--- config.mk ---
export PLATFORM = sky130hd
export DESIGN_NAME = sme_muldiv
export DESIGN_NICKNAME = d
export VERILOG_FILES = /design/src/design/sme_pkg.sv /design/src/design/sme_muldiv.sv
export SDC_FILE = /design/constraint.sdc
export NUM_CORES = 1
export LEC_CHECK = 0
export BUFFER_PORTS_ARGS = -buffer_cell sky130_fd_sc_hd__buf_2
export CAP_MARGIN = 30
export CELL_PAD_IN_SITES_DETAIL_PLACEMENT = 1
export CELL_PAD_IN_SITES_GLOBAL_PLACEMENT = 1
export CORE_UTILIZATION = 45
export DETAILED_ROUTE_END_ITERATION = 8
export PLACE_DENSITY = 0.87
export SLEW_MARGIN = 10
export SYNTH_ARGS = -nofsm -noshare
export SYNTH_HDL_FRONTEND = slang
export SYNTH_SLANG_ARGS = --single-unit
--- constraint.sdc ---
create_clock -name clk -period 8.6 [get_ports clk]
set_input_delay 0.43 -clock clk [delete_from_list [all_inputs] [get_ports clk]]
set_output_delay 0.43 -clock clk [all_outputs]
set_load 0.02 [all_outputs]
--- src/design/sme_pkg.sv ---
// Shared types and constants for the stack machine execution unit.
// Depends on nothing; used by stack_machine_execute and sme_muldiv.
`default_nettype none
package sme_pkg;

  localparam int unsigned DATA_W = 64;
  localparam int unsigned ADDR_W = 32;

  // opcodes
  localparam logic [4:0] OP_PUSH      = 5'd0;
  localparam logic [4:0] OP_DROP      = 5'd1;
  localparam logic [4:0] OP_DUP       = 5'd2;
  localparam logic [4:0] OP_SWAP      = 5'd3;
  localparam logic [4:0] OP_SEEK      = 5'd4;
  localparam logic [4:0] OP_ADD       = 5'd5;
  localparam logic [4:0] OP_SUB       = 5'd6;
  localparam logic [4:0] OP_MUL       = 5'd7;
  localparam logic [4:0] OP_DIV       = 5'd8;
  localparam logic [4:0] OP_REM       = 5'd9;
  localparam logic [4:0] OP_AND       = 5'd10;
  localparam logic [4:0] OP_OR        = 5'd11;
  localparam logic [4:0] OP_XOR       = 5'd12;
  localparam logic [4:0] OP_SHL       = 5'd13;
  localparam logic [4:0] OP_SHR       = 5'd14;
  localparam logic [4:0] OP_CHECK_EQ  = 5'd15;
  localparam logic [4:0] OP_JMP       = 5'd16;
  localparam logic [4:0] OP_JZ        = 5'd17;
  localparam logic [4:0] OP_JNZ       = 5'd18;
  localparam logic [4:0] OP_JGT       = 5'd19;
  localparam logic [4:0] OP_JGE       = 5'd20;
  localparam logic [4:0] OP_JLT       = 5'd21;
  localparam logic [4:0] OP_JLE       = 5'd22;

  // status codes
  localparam logic [2:0] ST_OK       = 3'd0;
  localparam logic [2:0] ST_ZERO_OFS = 3'd1;
  localparam logic [2:0] ST_ASSERT   = 3'd2;
  localparam logic [2:0] ST_UNKNOWN  = 3'd3;
  localparam logic [2:0] ST_UNDER    = 3'd4;
  localparam logic [2:0] ST_OVER     = 3'd5;
  localparam logic [2:0] ST_DIVZERO  = 3'd6;

  localparam logic [ADDR_W-1:0] LEN_SHORT = 32'd1;
  localparam logic [ADDR_W-1:0] LEN_LONG  = 32'd9;

  typedef enum logic [3:0] {
    S_CLEAR, S_IDLE, S_RD0, S_RD1, S_RD2, S_EXEC, S_MD,
    S_WR, S_WR2, S_RDT, S_CAP, S_FIN
  } state_t;

  typedef struct packed {
    logic start;
    logic is_div;
    logic want_rem;
  } md_req_t;

  typedef struct packed {
    logic              done;
    logic [DATA_W-1:0] result;
  } md_rsp_t;

  // Simple ALU ops, computed combinationally (mul, div and rem go to the iterative unit)
  function automatic logic [DATA_W-1:0] alu_simple(input logic [4:0] op,
                                                   input logic [DATA_W-1:0] a,
                                                   input logic [DATA_W-1:0] b);
    logic [DATA_W-1:0] r;
    case (op)
      OP_ADD:  r = a + b;
      OP_SUB:  r = a - b;
      OP_AND:  r = a & b;
      OP_OR:   r = a | b;
      OP_XOR:  r = a ^ b;
      OP_SHL:  r = a << b[5:0];
      default: r = a >> b[5:0];
    endcase
    return r;
  endfunction

  function automatic logic jump_cond(input logic [4:0] op, input logic [DATA_W-1:0] t);
    logic neg;
    logic zero;
    logic r;
    neg  = t[DATA_W-1];
    zero = (t == '0);
    case (op)
      OP_JZ:   r = zero;
      OP_JNZ:  r = !zero;
      OP_JGT:  r = !neg && !zero;
      OP_JGE:  r = !neg;
      OP_JLT:  r = neg;
      default: r = neg || zero;
    endcase
    return r;
  endfunction

endpackage
`default_nettype wire

--- src/design/sme_muldiv.sv ---
// Iterative 64-bit multiplier / unsigned divider, one bit per cycle.
// Depends on sme_pkg.
`default_nettype none
module sme_muldiv (
  input  wire logic                      clk,
  input  wire logic                      rst_n,
  input  wire sme_pkg::md_req_t          req,
  input  wire logic [sme_pkg::DATA_W-1:0] a,
  input  wire logic [sme_pkg::DATA_W-1:0] b,
  output sme_pkg::md_rsp_t               rsp
);
  logic [sme_pkg::DATA_W-1:0] acc_r, x_r, y_r;
  logic [5:0]                 cnt_r;
  logic                       busy_r, done_r, div_r, rem_r;
  logic [sme_pkg::DATA_W:0]   trial;

  // restoring step: shifted partial remainder minus divisor
  assign trial = {acc_r, x_r[sme_pkg::DATA_W-1]} - {1'b0, y_r};

  always_ff @(posedge clk) begin
    if (!rst_n) begin
      busy_r <= 1'b0;
      done_r <= 1'b0;
      cnt_r  <= '0;
    end else begin
      done_r <= 1'b0;
      if (req.start) begin
        busy_r <= 1'b1;
        cnt_r  <= '0;
      end else if (busy_r) begin
        cnt_r <= cnt_r + 6'd1;
        if (cnt_r == 6'd63) begin
          busy_r <= 1'b0;
          done_r <= 1'b1;
        end
      end
    end
  end

  always_ff @(posedge clk) begin
    if (req.start) begin
      acc_r <= '0;
      x_r   <= a;
      y_r   <= b;
      div_r <= req.is_div;
      rem_r <= req.want_rem;
    end else if (busy_r) begin
      if (div_r) begin
        if (!trial[sme_pkg::DATA_W]) begin
          acc_r <= trial[sme_pkg::DATA_W-1:0];
          x_r   <= {x_r[sme_pkg::DATA_W-2:0], 1'b1};
        end else begin
          acc_r <= {acc_r[sme_pkg::DATA_W-2:0], x_r[sme_pkg::DATA_W-1]};
          x_r   <= {x_r[sme_pkg::DATA_W-2:0], 1'b0};
        end
      end else begin
        // shift-add: x holds the shifted multiplicand, y the multiplier
        if (y_r[0]) begin
          acc_r <= acc_r + x_r;
        end
        x_r <= {x_r[sme_pkg::DATA_W-2:0], 1'b0};
        y_r <= {1'b0, y_r[sme_pkg::DATA_W-1:1]};
      end
    end
  end

  assign rsp.done   = done_r;
  assign rsp.result = (div_r && !rem_r) ? x_r : acc_r;
endmodule
`default_nettype wire
Word-level counts from Yosys, hierarchy flattened

Cells that the tools add are included.

Eq/ne operators: 2
Bitwise gates (word level): 2
Muxes and demuxes: 15
Reduce and logical (&&, ||, !) cells: 8
Add/subtract/negate cells: 3

Operators with widths:

| cell                                         | count |
|---|---|
| two-way mux 64 bit                           | 9 |
| subtractor 65 x 64 -> 65 bit                 | 1 |
| adder 64 bit                                 | 1 |
| adder 6 x 1 -> 6 bit (second input constant) | 1 |
| equality test 6 bit (second input constant)  | 1 |
| two-way mux 1 bit                            | 6 |
| AND reduction 2 bit                          | 2 |
| nonzero test 2 bit                           | 2 |
| OR reduction 3 bit                           | 1 |
| != test 2 bit (second input constant)        | 1 |
| NOT 1 bit                                    | 2 |
| OR reduction 2 bit                           | 1 |
| logical AND 1 bit                            | 1 |
| logical NOT 1 bit                            | 1 |

Flip-flop bits (word level): 202
Bits of input ports: 133
Output and inout port bits: 65
Word-level logic and storage cells: 38

Logic depth before layout (Yosys ltp)

Depth after elaboration: 5
Mapped depth: 16
Depth with buffers taken out: 14

Worst setup path before layout

Ideal clock, no wire load.

Path kind: register to register
From: register div_r
To: register y_r[0] (netlist name), enable pin
Library setup time: 0.575 ns
Path buffers: 3
Data required time: 8.025 ns
Data arrival time: 5.500 ns
Cell stages (with the launch flop): 5
Clock period less this slack: 6.074 ns
Setup slack: 2.526 ns
Cells stage by stage: edfxtp_1 clkbuf_1 clkbuf_1 clkbuf_1 o21ai_0

Word-level cells in the longest chain between the ends: 2

Ends and longest elaborated chain:

| what                                 | line             | RTL |
|---|---|---|
| start, declared                      | sme_muldiv.sv:14 | `logic busy_r, done_r, div_r, rem_r;` |
| start signal, assigned               | sme_muldiv.sv:45 | `div_r <= req.is_div;` |
| != test 2 bit (no source line)       | n/a              |  |
| AND reduction 2 bit (no source line) | n/a              |  |
| end signal, assigned                 | sme_muldiv.sv:62 | `y_r <= {1'b0, y_r[sme_pkg::DATA_W-1:1]};` |
| end, declared                        | sme_muldiv.sv:12 | `logic [sme_pkg::DATA_W-1:0] acc_r, x_r, y_r;` |

Every way passes these cells.
A chain may end at the register's enable or synchronous reset.

Worst setup path in the final report

From: register x_r[63] (netlist name)
To: register acc_r[60] (netlist name)

Word-level cells in the longest chain between the ends: 3

Ends and longest elaborated chain:

| what                         | line             | RTL |
|---|---|---|
| start, declared              | sme_muldiv.sv:12 |  |
| start signal, assigned       | sme_muldiv.sv:51 | `x_r <= {x_r[sme_pkg::DATA_W-2:0], 1'b1};` |
| start signal, assigned       | sme_muldiv.sv:54 | `x_r <= {x_r[sme_pkg::DATA_W-2:0], 1'b0};` |
| start signal, assigned       | sme_muldiv.sv:61 | `x_r <= {x_r[sme_pkg::DATA_W-2:0], 1'b0};` |
| subtractor 65 x 64 -> 65 bit | sme_muldiv.sv:18 | `assign trial = {acc_r, x_r[sme_pkg::DATA_W-1]} - {1'b0, y_r};` |
| two-way mux 64 bit           | sme_muldiv.sv:49 | `if (!trial[sme_pkg::DATA_W]) begin` |
| two-way mux 64 bit           | sme_muldiv.sv:48 | `if (div_r) begin` |
| end signal, assigned         | sme_muldiv.sv:50 | `acc_r <= trial[sme_pkg::DATA_W-1:0];` |
| end signal, assigned         | sme_muldiv.sv:53 | `acc_r <= {acc_r[sme_pkg::DATA_W-2:0], x_r[sme_pkg::DATA_W-1]};` |
| end signal, assigned         | sme_muldiv.sv:59 | `acc_r <= acc_r + x_r;` |
| end, declared                | sme_muldiv.sv:12 |  |

Every way passes these cells.

==> reports/metrics.csv <==
metric;value;unit
run_status;finished clean;
die_h;197.1;microns
powerDensity;205.5;mW/mm^2
fillers;4496;
drt_wl_total;63020;microns
seqCellArea;0.005345;sq mm
grt_pass1_wl;96120;microns
dp_hpwl;47860;microns
numPortBuffers;197;
crit_end;acc_r[60];
cts_buffer_depth;3;
ir_drop;0.1881;mV
worst_pin_slew;974.0;ps
vias;16590;
yosysMostFrequentCell;o21ai_0;
busiest_layer;met2;
drt_iter0_drc;1307;
synthAdderAreaFrac;9.588;%
syn_to_final_growth;12.89;%
finalNonFillerCells;2672;
min_period;5116;ps
yosys.area.top_type;edfxtp_1;
muxShareOfSynthArea;9.763;%
ioPinCount;198;
cap_violations;0;
r2r_slack;3480;ps
period_share;59.49;%
timing.final.ws_setup;3484;ps
n_antenna_cell;0;
wl_per_cell;23.59;microns
grt_util_met2;48.17;%
cp.required;9050;ps
cts_tree;yes;
grtUsageMet1;45.09;%
numCtsBuffers;26;
crit_arrival;5570;ps
cp-end-kind;register;
synth_compound_area_share;24.44;%
finalHoldViolCount;0;
vias_per_cell;6.208;
yosys_most_used_dff;edfxtp_1;
antenna_found_initial;0;
reg2reg_to;acc_r[60];
synthTopCellsByArea;edfxtp_1, ha_1, mux2_2;
synth_edf_count;130;
critical_path_class;register to register;
avgSynthCellArea;8.497;sq um
ys_types;72;
grtUsageTotal;31.76;%
drc;0;
grt_max_degree;93;
worstHoldStart;req[1];
antenna_left;0;
globalplace.congestion;0.9816;
r2r-start;x_r[63];
reg2reg_depth;15;
fmaxAchievable;195.5;MHz
synthCells;2015;
place_ws;3623;ps
clockRootBuffer;clkbuf_16;
cts_setup_buffers;0;
synthXorXnorAreaFrac;6.292;%
syn_area;0.01712;sq mm
p_total;3.972;mW
slew_headroom;35.07;%
grt_util_met3;7.632;%
synth.net_count;2278;
holdBufCountCts;0;
grt_pass1_vias;16850;
hold_path_class;input pin to register;
numClockSinks;202;
first_pass_iters;6;
slew_viol_final;0;
rsz0062_at_grt;false;
p_leak;8.456;nW
synth_top_family_by_area;compound AO/OA/AOI/OAI gates;
synthTopCellsByCount;o21ai_0, nand2_1, a21oi_1;
crit_fanout;58;
synthSimpleGateAreaFrac;13.77;%
core;0.03758;sq mm
critical_path.startpoint;x_r[63];
htreeDepth;1;
drive_gt1_share;19.02;%
grt.overflow.total;0;
yosys_warnings;0;
row_count;71;
yosys.area.top_type_share;22.80;%
synth.ff_latch_count;202;
worst_clock_skew;32.16;ps
die_w;197.1;microns
dp_cells;2622;
ctsResizeCount;0;
ys_seq_area_share;31.22;%
setup_violations;0;
nets;2404;
async_flop_share;0;%
start_util;45.56;%
multi_input_area;0.01097;sq mm
fin_tns_setup;0;ps
clock_latency;580;ps
crit_path_start_kind;register;
die_area;0.03883;sq mm
clk_pin_slew;70;ps
==> worst max-delay path: stages (launching register included) <==
cell	delay, ps
edfxtp_1	380
inv_1	130
ha_1	250
fa_1	230
nand2b_1	140
a21oi_1	90
o21ai_0	480
o21ai_1	270
a32oi_1	480
o2111ai_2	260
a211o_1	370
nand3_4	440
buf_4	610
nor2_1	160
a221o_1	330
a221o_1	340
==> worst min path at each step <==
stage / end / cells past startpoint
2_1_floorplan: done_r / 2
3_3_place_gp: cnt_r[5] / 2
3_5_place_dp: done_r / 2
4_1_cts: div_r / 1
5_1_grt: div_r / 1
6_report: div_r / 1
==> area by class of cell <==
class / instances / share of cell area [%]
multi-input cells: 1607 / 56.76
flip-flops and latches: 202 / 27.65
repair buffers: 210 / 5.742
clock buffers: 34 / 4.007
well taps: 511 / 3.308
inverters: 94 / 1.825
clock inverters: 14 / 0.6991
==> per-stage QoR <==
stage | util [%] | hold WS [ps] | instance area [sq um]
2_1_floorplan | - | 451.0 | 17120
4_1_cts | 51.34 | 12.95 | 19290
3_3_place_gp | 48.92 | 467.9 | 18380
6_report | 51.44 | 29.01 | 19330
3_5_place_dp | 48.92 | 503.2 | 18380
5_1_grt | 51.44 | 29.97 | 19330
==> metal layers <==
layer	wire [microns]	share of wire, %	vias up
met3	4992	7.9	95
met4	1575	2.5	0
met2	27080	43	612
met5	0	0	-
met1	29370	47	8197
li1	-	-	7683
==> where the power goes <==
group          internal (mW)  switching (mW)
Combinational          0.564           0.973
Sequential              1.15           0.125
Clock                  0.694           0.470
==> state kept, by name, indices dropped and copies added (netlist names) <==
name,flops
done_r,1
div_r,1
acc_r,64
y_r,64
busy_r,1
x_r,64
cnt_r,6
rem_r,1
==> logic make-up (layout without fill, tap and decap cells) <==
kind of cell | after synthesis | in the layout
AO/OA/AOI/OAI | 684 | 684
AND/OR/NAND/NOR | 521 | 521
buffers and inverters | 206 | 352
flip-flops | 202 | 202
multiplexers | 149 | 149
adder cells (fa/ha/maj) | 130 | 130
XOR/XNOR | 123 | 123
==> placed cells by master, fill, tap and decap left out, drive strengths merged, types with 6 or more instances in the layout <==
cell type / count
dfxtp: 72
o21bai: 20
clkbuf: 34
a211oi: 40
o21ai: 231
a21oi: 190
nor4: 11
o21a: 12
a31oi: 19
buf: 210
edfxtp: 130
xor2: 57
nand4: 35
a21o: 69
and3: 11
nor3: 30
ha: 128
nand3: 24
a221oi: 17
clkinv: 12
xnor2: 66
nor2: 141
o31ai: 12
or3: 11
o211ai: 14
nand2b: 12
inv: 94
nand2: 207
nor2b: 15
and4: 6
mux2i: 8
mux2: 141
No activity file was read; power rests on OpenSTA's default activity.
